### config.mk
export PLATFORM = sky130hd
export DESIGN_NAME = positional_doubly_linked_list_flat
export DESIGN_NICKNAME = d
export VERILOG_FILES = /design/src/rtl/pdll_pkg.sv /design/src/rtl/pdll_in_if.sv /design/src/rtl/pdll_out_if.sv /design/src/rtl/pdll_ram.sv /design/src/rtl/pdll_datapath.sv /design/src/rtl/pdll_ctrl.sv /design/src/rtl/positional_doubly_linked_list.sv /design/src/flat_wrapper.sv
export SDC_FILE = /design/constraint.sdc
export NUM_CORES = 1
export LEC_CHECK = 0
export BUFFER_PORTS_ARGS = -buffer_cell sky130_fd_sc_hd__clkbuf_2
export CAP_MARGIN = 0
export CORE_ASPECT_RATIO = 1.1
export CORE_MARGIN = 5
export CORE_UTILIZATION = 30
export CTS_BUF_LIST = sky130_fd_sc_hd__clkbuf_4
export DETAILED_ROUTE_END_ITERATION = 7
export PLACE_DENSITY_LB_ADDON = 0.2
export RECOVER_POWER = 50
export SETUP_SLACK_MARGIN = 0.1
export SYNTH_ARGS = -nofsm -noshare
export SYNTH_HDL_FRONTEND = slang
export SYNTH_SLANG_ARGS = --single-unit
export TNS_END_PERCENT = 10
### constraint.sdc
create_clock -name clk_i -period 6.75 [get_ports clk_i]
set_input_delay 1.35 -clock clk_i [delete_from_list [all_inputs] [get_ports clk_i]]
set_output_delay 1.35 -clock clk_i [all_outputs]
set_load 0.005 [all_outputs]
### src/rtl/pdll_pkg.sv
// ---------------------------------------------------------------------------
// pdll_pkg
// Shared types and constants of the positional doubly linked list.
// ---------------------------------------------------------------------------
package pdll_pkg;

  localparam int unsigned DataW       = 32;
  localparam int unsigned OpW         = 3;
  localparam int unsigned PosW        = 6;
  localparam int unsigned StW         = 2;
  localparam int unsigned LenW        = 5;
  localparam int unsigned CapacityDef = 16;

  typedef enum logic [OpW-1:0] {
    OP_LIST      = 3'd0,
    OP_INS_FRONT = 3'd1,
    OP_INS_END   = 3'd2,
    OP_INS_AT    = 3'd3,
    OP_DEL_FIRST = 3'd4,
    OP_DEL_LAST  = 3'd5,
    OP_DEL_AT    = 3'd6
  } op_e;

  typedef enum logic [StW-1:0] {
    ST_OK     = 2'd0,
    ST_EMPTY  = 2'd1,
    ST_FULL   = 2'd2,
    ST_BADPOS = 2'd3
  } st_e;

  typedef enum logic [1:0] {
    WS_ZERO     = 2'd0,
    WS_COUNT_M1 = 2'd1,
    WS_POS_M1   = 2'd2,
    WS_POS_M2   = 2'd3
  } walk_sel_e;

  typedef enum logic [1:0] {
    RD_TGT  = 2'd0,
    RD_CUR  = 2'd1,
    RD_WALK = 2'd2
  } rd_sel_e;

  typedef enum logic [3:0] {
    S_IDLE, S_DECIDE, S_WALK, S_LK_RD, S_LK_W1, S_LK_W2,
    S_UL_RD, S_UL_W, S_LS_RD, S_LS_EM, S_EMIT
  } ctl_state_e;

  typedef struct packed {
    logic      load;
    logic      walk_init;
    walk_sel_e walk_sel;
    logic      walk_step;
    logic      tgt_set;
    logic      tgt_null;
    logic      alloc;
    logic      link_w1;
    logic      link_w2;
    logic      unlink_w;
    logic      list_init;
    logic      list_em;
    logic      emit;
    st_e       st;
    rd_sel_e   rd_sel;
  } cmd_t;

  typedef struct packed {
    logic [OpW-1:0] op;
    logic           empty;
    logic           full;
    logic           ins_bad;
    logic           del_bad;
    logic           pos_one;
    logic           steps_zero;
    logic           lst_fin;
    logic           out_free;
  } sts_t;

endpackage

### src/rtl/pdll_in_if.sv
// ---------------------------------------------------------------------------
// pdll_in_if
// Command channel: opcode, value and position with valid/ready.
// ---------------------------------------------------------------------------
interface pdll_in_if;
  logic               valid;
  logic               ready;
  logic [2:0]         opcode;
  logic signed [31:0] value;
  logic [5:0]         position;

  modport source (output valid, opcode, value, position, input ready);
  modport sink   (input valid, opcode, value, position, output ready);
endinterface

### src/rtl/pdll_out_if.sv
// ---------------------------------------------------------------------------
// pdll_out_if
// Result channel: value_out, status, last and length with valid/ready.
// ---------------------------------------------------------------------------
interface pdll_out_if;
  logic               valid;
  logic               ready;
  logic signed [31:0] value_out;
  logic [1:0]         status;
  logic               last;
  logic [4:0]         length;

  modport source (output valid, value_out, status, last, length, input ready);
  modport sink   (input valid, value_out, status, last, length, output ready);
endinterface

### src/rtl/pdll_ram.sv
// ---------------------------------------------------------------------------
// pdll_ram
// Generic single-write, single-read RAM with registered read data.
// ---------------------------------------------------------------------------
module pdll_ram #(
  parameter int unsigned Width = 8,
  parameter int unsigned Depth = 16
) (
  input  logic                     clk_i,
  input  logic                     we_i,
  input  logic [$clog2(Depth)-1:0] waddr_i,
  input  logic [Width-1:0]         wdata_i,
  input  logic [$clog2(Depth)-1:0] raddr_i,
  output logic [Width-1:0]         rdata_o
);
  logic [Width-1:0] mem_q [Depth];

  always_ff @(posedge clk_i) begin
    if (we_i) begin
      mem_q[waddr_i] <= wdata_i;
    end
    rdata_o <= mem_q[raddr_i];
  end
endmodule

### src/rtl/pdll_datapath.sv
// ---------------------------------------------------------------------------
// pdll_datapath
// Node pool RAMs, head/count/occupancy registers, walk pointer, result reg.
// ---------------------------------------------------------------------------
module pdll_datapath #(
  parameter int unsigned CAPACITY = pdll_pkg::CapacityDef
) (
  input  logic                              clk_i,
  input  logic                              rst_ni,
  input  logic [pdll_pkg::OpW-1:0]          opcode_i,
  input  logic signed [pdll_pkg::DataW-1:0] value_i,
  input  logic [pdll_pkg::PosW-1:0]         position_i,
  input  pdll_pkg::cmd_t                    ctl_i,
  output pdll_pkg::sts_t                    sts_o,
  output logic                              res_valid_o,
  input  logic                              res_ready_i,
  output logic signed [pdll_pkg::DataW-1:0] value_out_o,
  output logic [pdll_pkg::StW-1:0]          status_o,
  output logic                              last_o,
  output logic [pdll_pkg::LenW-1:0]         length_o
);
  import pdll_pkg::*;

  localparam int unsigned AW   = $clog2(CAPACITY);
  localparam int unsigned IW   = $clog2(CAPACITY + 1);
  localparam int unsigned CMPW = ((IW > PosW) ? IW : PosW) + 1;
  localparam logic [IW-1:0] NullIdx = IW'(CAPACITY);

  logic [OpW-1:0]          op_q;
  logic signed [DataW-1:0] val_q;
  logic [PosW-1:0]         pos_q;
  logic [IW-1:0]           head_q, count_q, cur_q, tgt_q, nx_q, steps_q;
  logic [AW-1:0]           n_q;
  logic                    rdv_q;
  logic [CAPACITY-1:0]     used_q;

  logic                    out_valid_q;
  logic signed [DataW-1:0] out_val_q;
  logic [StW-1:0]          out_st_q;
  logic                    out_last_q;
  logic [LenW-1:0]         out_len_q;

  logic [IW-1:0]    nxt_rd, prv_rd, cur_eff, rd_idx, nx_c, steps_init;
  logic [DataW-1:0] val_rd;
  logic [AW-1:0]    free_idx;
  logic             tgt_ok, nx_ok, p_ok, x_ok, out_free, out_load;
  logic [CMPW-1:0]  pos_ext, cnt_ext;

  logic             nxt_we, prv_we;
  logic [AW-1:0]    nxt_wa, prv_wa;
  logic [IW-1:0]    nxt_wd, prv_wd;

  assign cur_eff = rdv_q ? nxt_rd : cur_q;
  assign tgt_ok  = tgt_q < NullIdx;
  assign nx_c    = tgt_ok ? nxt_rd : head_q;
  assign nx_ok   = nx_q < NullIdx;
  assign p_ok    = prv_rd < NullIdx;
  assign x_ok    = nxt_rd < NullIdx;
  assign pos_ext = CMPW'(pos_q);
  assign cnt_ext = CMPW'(count_q);

  always_comb begin
    unique case (ctl_i.rd_sel)
      RD_WALK: rd_idx = cur_eff;
      RD_CUR:  rd_idx = cur_q;
      default: rd_idx = tgt_q;
    endcase
  end

  // lowest free pool slot
  always_comb begin
    free_idx = '0;
    for (int i = CAPACITY - 1; i >= 0; i--) begin
      if (!used_q[i]) free_idx = AW'(i);
    end
  end

  always_comb begin
    unique case (ctl_i.walk_sel)
      WS_COUNT_M1: steps_init = count_q - IW'(1);
      WS_POS_M1:   steps_init = IW'(pos_ext - CMPW'(1));
      WS_POS_M2:   steps_init = IW'(pos_ext - CMPW'(2));
      default:     steps_init = '0;
    endcase
  end

  // link RAM write ports
  always_comb begin
    nxt_we = 1'b0;
    nxt_wa = n_q;
    nxt_wd = nx_c;
    prv_we = 1'b0;
    prv_wa = n_q;
    prv_wd = tgt_q;
    if (ctl_i.link_w1) begin
      nxt_we = 1'b1;
      prv_we = 1'b1;
    end else if (ctl_i.link_w2) begin
      nxt_we = tgt_ok;
      nxt_wa = tgt_q[AW-1:0];
      nxt_wd = IW'(n_q);
      prv_we = nx_ok;
      prv_wa = nx_q[AW-1:0];
      prv_wd = IW'(n_q);
    end else if (ctl_i.unlink_w) begin
      nxt_we = p_ok;
      nxt_wa = prv_rd[AW-1:0];
      nxt_wd = nxt_rd;
      prv_we = x_ok;
      prv_wa = nxt_rd[AW-1:0];
      prv_wd = prv_rd;
    end
  end

  pdll_ram #(.Width(DataW), .Depth(CAPACITY)) u_val_ram (
    .clk_i   (clk_i),
    .we_i    (ctl_i.link_w1),
    .waddr_i (n_q),
    .wdata_i (val_q),
    .raddr_i (rd_idx[AW-1:0]),
    .rdata_o (val_rd)
  );

  pdll_ram #(.Width(IW), .Depth(CAPACITY)) u_nxt_ram (
    .clk_i   (clk_i),
    .we_i    (nxt_we),
    .waddr_i (nxt_wa),
    .wdata_i (nxt_wd),
    .raddr_i (rd_idx[AW-1:0]),
    .rdata_o (nxt_rd)
  );

  pdll_ram #(.Width(IW), .Depth(CAPACITY)) u_prv_ram (
    .clk_i   (clk_i),
    .we_i    (prv_we),
    .waddr_i (prv_wa),
    .wdata_i (prv_wd),
    .raddr_i (rd_idx[AW-1:0]),
    .rdata_o (prv_rd)
  );

  always_ff @(posedge clk_i) begin
    if (ctl_i.load) begin
      op_q  <= opcode_i;
      val_q <= value_i;
      pos_q <= position_i;
    end
    if (ctl_i.walk_init || ctl_i.list_init) begin
      cur_q   <= head_q;
      rdv_q   <= 1'b0;
      steps_q <= ctl_i.list_init ? count_q : steps_init;
    end else if (ctl_i.walk_step) begin
      cur_q   <= cur_eff;
      rdv_q   <= 1'b1;
      steps_q <= steps_q - IW'(1);
    end else if (ctl_i.list_em) begin
      cur_q   <= nxt_rd;
      steps_q <= steps_q - IW'(1);
    end
    if (ctl_i.tgt_set) begin
      tgt_q <= cur_eff;
    end else if (ctl_i.tgt_null) begin
      tgt_q <= NullIdx;
    end
    if (ctl_i.alloc) n_q <= free_idx;
    if (ctl_i.link_w1) nx_q <= nx_c;
  end

  always_ff @(posedge clk_i or negedge rst_ni) begin
    if (!rst_ni) begin
      head_q  <= NullIdx;
      count_q <= '0;
      used_q  <= '0;
    end else if (ctl_i.link_w2) begin
      if (!tgt_ok) head_q <= IW'(n_q);
      used_q[n_q] <= 1'b1;
      count_q     <= count_q + IW'(1);
    end else if (ctl_i.unlink_w) begin
      if (!p_ok) head_q <= nxt_rd;
      used_q[tgt_q[AW-1:0]] <= 1'b0;
      count_q               <= count_q - IW'(1);
    end
  end

  assign out_free = !out_valid_q || res_ready_i;
  assign out_load = ctl_i.emit || ctl_i.list_em;

  always_ff @(posedge clk_i or negedge rst_ni) begin
    if (!rst_ni) begin
      out_valid_q <= 1'b0;
    end else if (out_load) begin
      out_valid_q <= 1'b1;
    end else if (res_ready_i) begin
      out_valid_q <= 1'b0;
    end
  end

  always_ff @(posedge clk_i) begin
    if (out_load) begin
      out_val_q  <= ctl_i.list_em ? val_rd : '0;
      out_st_q   <= ctl_i.list_em ? ST_OK : ctl_i.st;
      out_last_q <= ctl_i.list_em ? sts_o.lst_fin : 1'b1;
      out_len_q  <= LenW'(count_q);
    end
  end

  assign sts_o.op         = op_q;
  assign sts_o.empty      = count_q == '0;
  assign sts_o.full       = count_q >= NullIdx;
  assign sts_o.ins_bad    = (pos_q == '0) || (pos_ext > cnt_ext + CMPW'(1));
  assign sts_o.del_bad    = (pos_q == '0) || (pos_ext > cnt_ext);
  assign sts_o.pos_one    = pos_q == PosW'(1);
  assign sts_o.steps_zero = steps_q == '0;
  assign sts_o.lst_fin    = !x_ok || (steps_q == IW'(1));
  assign sts_o.out_free   = out_free;

  assign res_valid_o = out_valid_q;
  assign value_out_o = out_val_q;
  assign status_o    = out_st_q;
  assign last_o      = out_last_q;
  assign length_o    = out_len_q;
endmodule

### src/rtl/pdll_ctrl.sv
// ---------------------------------------------------------------------------
// pdll_ctrl
// Command sequencer: decode, link walk, relink writes and result issue.
// ---------------------------------------------------------------------------
module pdll_ctrl (
  input  logic           clk_i,
  input  logic           rst_ni,
  input  logic           cmd_valid_i,
  output logic           cmd_ready_o,
  input  pdll_pkg::sts_t sts_i,
  output pdll_pkg::cmd_t ctl_o
);
  import pdll_pkg::*;

  ctl_state_e state_q, state_d;
  st_e        st_q, st_d;

  always_ff @(posedge clk_i or negedge rst_ni) begin
    if (!rst_ni) begin
      state_q <= S_IDLE;
      st_q    <= ST_OK;
    end else begin
      state_q <= state_d;
      st_q    <= st_d;
    end
  end

  always_comb begin
    state_d     = state_q;
    st_d        = st_q;
    ctl_o       = '0;
    ctl_o.st    = st_q;
    cmd_ready_o = 1'b0;
    unique case (state_q)
      S_IDLE: begin
        cmd_ready_o = 1'b1;
        if (cmd_valid_i) begin
          ctl_o.load = 1'b1;
          st_d       = ST_OK;
          state_d    = S_DECIDE;
        end
      end
      S_DECIDE: begin
        state_d = S_EMIT;
        unique case (op_e'(sts_i.op))
          OP_LIST: begin
            if (sts_i.empty) begin
              st_d = ST_EMPTY;
            end else begin
              ctl_o.list_init = 1'b1;
              state_d         = S_LS_RD;
            end
          end
          OP_INS_FRONT: begin
            if (sts_i.full) begin
              st_d = ST_FULL;
            end else begin
              ctl_o.tgt_null = 1'b1;
              state_d        = S_LK_RD;
            end
          end
          OP_INS_END: begin
            if (sts_i.full) begin
              st_d = ST_FULL;
            end else if (sts_i.empty) begin
              ctl_o.tgt_null = 1'b1;
              state_d        = S_LK_RD;
            end else begin
              ctl_o.walk_init = 1'b1;
              ctl_o.walk_sel  = WS_COUNT_M1;
              state_d         = S_WALK;
            end
          end
          OP_INS_AT: begin
            if (sts_i.full) begin
              st_d = ST_FULL;
            end else if (sts_i.empty || (!sts_i.ins_bad && sts_i.pos_one)) begin
              ctl_o.tgt_null = 1'b1;
              state_d        = S_LK_RD;
            end else if (sts_i.ins_bad) begin
              st_d = ST_BADPOS;
            end else begin
              ctl_o.walk_init = 1'b1;
              ctl_o.walk_sel  = WS_POS_M2;
              state_d         = S_WALK;
            end
          end
          OP_DEL_FIRST, OP_DEL_LAST: begin
            if (sts_i.empty) begin
              st_d = ST_EMPTY;
            end else begin
              ctl_o.walk_init = 1'b1;
              ctl_o.walk_sel  = (op_e'(sts_i.op) == OP_DEL_FIRST) ? WS_ZERO : WS_COUNT_M1;
              state_d         = S_WALK;
            end
          end
          OP_DEL_AT: begin
            if (sts_i.empty) begin
              st_d = ST_EMPTY;
            end else if (sts_i.del_bad) begin
              st_d = ST_BADPOS;
            end else begin
              ctl_o.walk_init = 1'b1;
              ctl_o.walk_sel  = WS_POS_M1;
              state_d         = S_WALK;
            end
          end
          default: ;
        endcase
      end
      S_WALK: begin
        ctl_o.rd_sel = RD_WALK;
        if (sts_i.steps_zero) begin
          ctl_o.tgt_set = 1'b1;
          state_d = (op_e'(sts_i.op) == OP_DEL_FIRST || op_e'(sts_i.op) == OP_DEL_LAST ||
                     op_e'(sts_i.op) == OP_DEL_AT) ? S_UL_RD : S_LK_RD;
        end else begin
          ctl_o.walk_step = 1'b1;
        end
      end
      S_LK_RD: begin
        ctl_o.alloc = 1'b1;
        state_d     = S_LK_W1;
      end
      S_LK_W1: begin
        ctl_o.link_w1 = 1'b1;
        state_d       = S_LK_W2;
      end
      S_LK_W2: begin
        ctl_o.link_w2 = 1'b1;
        state_d       = S_EMIT;
      end
      S_UL_RD: begin
        state_d = S_UL_W;
      end
      S_UL_W: begin
        ctl_o.unlink_w = 1'b1;
        state_d        = S_EMIT;
      end
      S_LS_RD: begin
        ctl_o.rd_sel = RD_CUR;
        state_d      = S_LS_EM;
      end
      S_LS_EM: begin
        // read address held so RAM data stays put while the output stalls
        ctl_o.rd_sel = RD_CUR;
        if (sts_i.out_free) begin
          ctl_o.list_em = 1'b1;
          state_d       = sts_i.lst_fin ? S_IDLE : S_LS_RD;
        end
      end
      S_EMIT: begin
        if (sts_i.out_free) begin
          ctl_o.emit = 1'b1;
          state_d    = S_IDLE;
        end
      end
      default: state_d = S_IDLE;
    endcase
  end
endmodule

### src/rtl/positional_doubly_linked_list.sv
// Command transfer to result: a rejected command goes from decode to the result;
// insert and delete first walk the links when needed, then relink. List-all emits
// one result per link, each after a registered read of that link, and holds while
// the output stalls. A new command is taken only in idle. One command at a time.
// Reset (async, active low) empties the list; node RAMs keep no reset.
// ---------------------------------------------------------------------------
// positional_doubly_linked_list
// Bounded ordered list of signed words on a doubly linked node pool.
// ---------------------------------------------------------------------------
module positional_doubly_linked_list #(
  parameter int unsigned CAPACITY = pdll_pkg::CapacityDef
) (
  input  logic      clk_i,
  input  logic      rst_ni,
  pdll_in_if.sink   cmd_i,
  pdll_out_if.source res_o
);
  import pdll_pkg::*;

  cmd_t ctl;
  sts_t sts;

  pdll_ctrl u_ctrl (
    .clk_i       (clk_i),
    .rst_ni      (rst_ni),
    .cmd_valid_i (cmd_i.valid),
    .cmd_ready_o (cmd_i.ready),
    .sts_i       (sts),
    .ctl_o       (ctl)
  );

  pdll_datapath #(.CAPACITY(CAPACITY)) u_dp (
    .clk_i       (clk_i),
    .rst_ni      (rst_ni),
    .opcode_i    (cmd_i.opcode),
    .value_i     (cmd_i.value),
    .position_i  (cmd_i.position),
    .ctl_i       (ctl),
    .sts_o       (sts),
    .res_valid_o (res_o.valid),
    .res_ready_i (res_o.ready),
    .value_out_o (res_o.value_out),
    .status_o    (res_o.status),
    .last_o      (res_o.last),
    .length_o    (res_o.length)
  );
endmodule

### src/flat_wrapper.sv
// flat-port wrapper written by rule: the top's interface ports become plain ports
module positional_doubly_linked_list_flat import pdll_pkg::*;
#(
  parameter int unsigned CAPACITY = pdll_pkg::CapacityDef
)
  (clk_i, rst_ni, cmd_i_valid, cmd_i_opcode, cmd_i_value, cmd_i_position, cmd_i_ready, res_o_valid, res_o_value_out, res_o_status, res_o_last, res_o_length, res_o_ready);
  pdll_in_if cmd_i_i ();
  pdll_out_if res_o_i ();
  input  logic clk_i;
  input  logic rst_ni;
  input wire logic [$bits(cmd_i_i.valid)-1:0] cmd_i_valid;
  input wire logic [$bits(cmd_i_i.opcode)-1:0] cmd_i_opcode;
  input wire logic [$bits(cmd_i_i.value)-1:0] cmd_i_value;
  input wire logic [$bits(cmd_i_i.position)-1:0] cmd_i_position;
  output wire logic [$bits(cmd_i_i.ready)-1:0] cmd_i_ready;
  output wire logic [$bits(res_o_i.valid)-1:0] res_o_valid;
  output wire logic [$bits(res_o_i.value_out)-1:0] res_o_value_out;
  output wire logic [$bits(res_o_i.status)-1:0] res_o_status;
  output wire logic [$bits(res_o_i.last)-1:0] res_o_last;
  output wire logic [$bits(res_o_i.length)-1:0] res_o_length;
  input wire logic [$bits(res_o_i.ready)-1:0] res_o_ready;
  assign cmd_i_i.valid = cmd_i_valid;
  assign cmd_i_i.opcode = cmd_i_opcode;
  assign cmd_i_i.value = cmd_i_value;
  assign cmd_i_i.position = cmd_i_position;
  assign cmd_i_ready = cmd_i_i.ready;
  assign res_o_valid = res_o_i.valid;
  assign res_o_value_out = res_o_i.value_out;
  assign res_o_status = res_o_i.status;
  assign res_o_last = res_o_i.last;
  assign res_o_length = res_o_i.length;
  assign res_o_i.ready = res_o_ready;
  positional_doubly_linked_list #(.CAPACITY(CAPACITY)) u_core (.clk_i(clk_i), .rst_ni(rst_ni), .cmd_i(cmd_i_i), .res_o(res_o_i));
endmodule
==> flow_summary.ini <==
[drt]
avgViaCountPerCell = 4.86
finalWirelength_um = 84000
ant_nets = 0
count_of_vias_placed_by_the_detailed_router = 17800
routedWlPerCell_um = 22.9
post-route-drc-count = 0
first_pass_iters = 5
drt_first_iter_violations = 1229

[cells_and_area]
area_delta_synth_final_pct = 15.8
filler_cell_count = 10500
postLayoutCellArea_um2 = 38500
layout.nets = 2107
final-instance-count-excl-fill = 3673
final_layout_size_suffix_gt1_share_pct = 30.2

[timing]
tightestPinTransition_ns = 2.10
timing.final.crit_share_pct = 66.1
fmax_mhz = 224
final-setup-viol-count = 0
period_needed_ns = 4.46
timing.max_slew.rel_slack_pct = -40.3
fin_worst_skew_ns = 0.0562
post-route-worst-setup-slack_ns = 2.29
grt_setup_unrepaired = false
timing.hold.ws_ns = 0.429
finalHoldViolCount = 0
finalMaxSlewViolations = 161
totalNegativeSetupSlack_ns = 0

[synth]
ys_top_cells_by_area = edfxtp_1, mux4_2, dfxtp_1
area_share_of_the_largest_cell_type_after_synthesis_pct = 70.3
yosysWarningCount = 0
post_synthesis_sequential_element_count = 853
synth_edf_count = 777
yosys.cell_count.top_type = edfxtp_1
yosysUniqueCellTypes = 68
post-synth-top-area-cell = edfxtp_1
synthesis.nets = 1840
synth-main-ff-cell = edfxtp_1
async_reset_ff_share_pct = 3.87
ys_seq_area_share_pct = 75.4
synth_commonest_cells = edfxtp_1, mux4_2, nand2_1
synth_area_um2 = 33200
syn_avg_cell_area_um2 = 18.7
netlist_instances = 1774

[power]
p_seq_share_pct = 44.5
combinationalPowerShare_pct = 26.1
vdd.ir_drop.worst_mv = 0.658
intPower_mw = 10.8
cellLeakagePower_nw = 12.7
net_switching_fraction_of_the_power_pct = 31.5
power.clock.fraction_pct = 29.4
p_sw_mw = 4.94
power_density_nw_per_um2 = 408

[clock_network]
clkSlewWorstSetupHoldPaths_ns = 0.07
cts.sink_count = 853
cts_post_setup_buffers_inserted = 0
tritoncts.num_buffers = 221
worst_skew_pair.late_latency_ns = 1.10
ctsHtreeMaxLevel = 4
root_buffer_master = clkbuf_4
max-clock-path-buffers = 3
cts_tree = built
cts_hold_buf = 0
number_of_resized_instances_in_the_post_cts_repair_step = 0

[floorplanning]
die-width_um = 327
io_pins = 87
die_y_um = 359
die_area_um2 = 117000
initial_standard_cell_utilization_of_the_core_pct = 30.1
fp-row-count = 128
placeableCoreArea_um2 = 110000

[worst_setup_path]
rr_worst_depth = 11
reg2reg_slack_ns = 2.29
worstSetupPathType = register to register
critical_path.reg2reg.startpoint = u_core.u_ctrl.state_q[1]$_DFFE_PN0P_
endpoint_kind = register
timing.critical_path.from_type = register
critical_path_arrival_ns = 5.40
required_arrival_time_at_the_worst_endpoint_ns = 7.69
crit_fanout = 155
worst_reg2reg_endpoint = u_core.u_dp.u_prv_ram.rdata_o[4]$_DFF_P_

[hold_path]
cell_count_of_the_worst_hold_path = 1
worst_hold_path.endpoint = u_core.u_dp.val_q[5]$_DFFE_PP_
worst_min_delay_path_class = input port to register
worst_hold_startpoint = cmd_i_value[5]

[global_route]
overflow = 0
grtUsageTotal_pct = 14.2
global_route_wire_length_before_repair_um = 124000
antenna_found_initial = 4
grt_start_max_net_pins = 156
grt_pass1_vias = 19100

[placed_design]
detailed_place.area_um2 = 35500
gp_congestion = 0.787
place_ws_ns = 2.24
placement.io_buffers = 86
detailedPlacementHpwl_um = 45200
placed_cells_incl_taps = 3248

[outcome]
violations = capacitance limit, slew limit
status = finished with violations

[job]
max_cap_violations = 7
[critical path, cell delays in order (launching register included)]
cell and delay (ns):
dfrtp_1 0.32, buf_4 0.32, clkinv_1 0.58, and2_0 0.41
inv_1 0.11, ha_1 0.22, a22oi_1 0.14, o21ai_4 0.50
buf_12 0.79, mux4_2 0.42, a22oi_1 0.30, nand2_1 0.09
[sequential cells by signal (all words and copies together) (netlist names), 6 cells and up]
signal,cells
u_core.u_dp.u_val_ram.rdata_o,32
u_core.u_dp.u_prv_ram.mem_q,80
u_core.u_dp.val_q,32
u_core.u_dp.pos_q,6
u_core.u_dp.value_out_o,32
u_core.u_dp.u_val_ram.mem_q,512
u_core.u_dp.u_nxt_ram.mem_q,80
u_core.u_dp.used_q,16
[cells by family after synthesis]
kind of cell / count (synthesis) / share of synthesized area [%]
XOR/XNOR: 12 / 0.317
AO/OA/AOI/OAI: 236 / 4.73
adder cells (fa/ha/maj): 21 / 0.791
multiplexers: 202 / 12.5
flip-flops: 853 / 75.4
AND/OR/NAND/NOR: 344 / 4.85
buffers and inverters: 106 / 1.46
[worst max-delay path by stage]
stage / startpoint / endpoint / slack, ns / cells past startpoint
finish: u_core.u_ctrl.state_q[1]$_DFFE_PN0P_ / u_core.u_dp.u_prv_ram.rdata_o[4]$_DFF_P_ / 2.29 / 11
global route: u_core.u_ctrl.state_q[1]$_DFFE_PN0P_ / u_core.u_dp.u_prv_ram.rdata_o[4]$_DFF_P_ / 2.03 / 11
CTS: u_core.u_ctrl.state_q[1]$_DFFE_PN0P_ / u_core.u_dp.u_prv_ram.rdata_o[1]$_DFF_P_ / 2.25 / 11
detailed placement: u_core.u_ctrl.state_q[1]$_DFFE_PN0P_ / u_core.u_dp.u_prv_ram.rdata_o[1]$_DFF_P_ / 2.24 / 11
global placement: u_core.u_ctrl.state_q[1]$_DFFE_PN0P_ / u_core.u_dp.u_prv_ram.rdata_o[4]$_DFF_P_ / 2.37 / 9
floorplan: u_core.u_ctrl.state_q[3]$_DFFE_PN0P_ / u_core.u_dp.u_val_ram.mem_q[8][0]$_DFFE_PP_ / 2.50 / 4
[routing by layer]
metal | up-vias | routed length (µm) | GRT usage [%]
met5 | - | 0 | 0
met4 | 0 | 1960 | 4.92
met3 | 150 | 4270 | 3.24
met2 | 579 | 41700 | 23.7
met1 | 9220 | 36000 | 18.4
li1 | 7887 | - | -
[area by class of cell]
| class | count | area (µm²) | share of cell area [%] |
|---|---|---|---|
| clock buffer | 343 | 2570 | 6.69 |
| inverter | 24 | 90.1 | 0.234 |
| tap | 1430 | 1790 | 4.65 |
| timing repair buffer | 126 | 713 | 1.85 |
| antenna | 8 | 20.0 | 0.0520 |
| multi-input combinational | 815 | 7810 | 20.3 |
| sequential | 853 | 25000 | 65.1 |
| clock inverter | 74 | 447 | 1.16 |
[cells in the final DEF (no fill, tap or decap), types with 8 or more instances in the layout]
| master | Yosys | layout |
|---|---|---|
| inv_1 | 22 | 22 |
| diode_2 | 0 | 8 |
| nor2_4 | 0 | 12 |
| edfxtp_1 | 777 | 777 |
| dfrtp_1 | 32 | 32 |
| xnor2_1 | 8 | 8 |
| a22oi_1 | 85 | 85 |
| clkbuf_1 | 29 | 22 |
| nor3_1 | 16 | 13 |
| nand3_1 | 11 | 11 |
| mux2i_1 | 14 | 14 |
| nor2_1 | 96 | 85 |
| a21oi_1 | 49 | 49 |
| a31oi_1 | 30 | 30 |
| mux4_2 | 168 | 168 |
| dfxtp_1 | 43 | 43 |
| clkbuf_4 | 0 | 343 |
| clkbuf_2 | 0 | 75 |
| nand2_1 | 128 | 128 |
| ha_1 | 21 | 21 |
| buf_4 | 6 | 26 |
| clkinv_1 | 1 | 55 |
| nand2b_1 | 8 | 8 |
| o21ai_0 | 30 | 30 |
| and2_1 | 36 | 31 |
| mux2_2 | 14 | 9 |
| mux2_1 | 6 | 11 |
| nor2b_1 | 14 | 14 |
[power by group through the flow]
stage | Clock, mW | Sequential, mW | Combinational (mW)
after floorplan | 0 | 6.85 | 3.08
after global placement | 0 | 7.08 | 4.20
after detailed placement | 0 | 7.09 | 4.24
after CTS | 4.80 | 6.98 | 4.26
after global routing | 5.11 | 7.04 | 4.51
final | 4.62 | 6.98 | 4.10
[metrics by stage]
step                      total power [mW]  util (%)
after floorplan                       9.93         -
after global placement                11.3      32.2
after detailed placement              11.3      32.2
after CTS                             16.0      34.9
after global routing                  16.7      34.9
final                                 15.7      34.9
No activity file was read; power rests on OpenSTA's default activity.
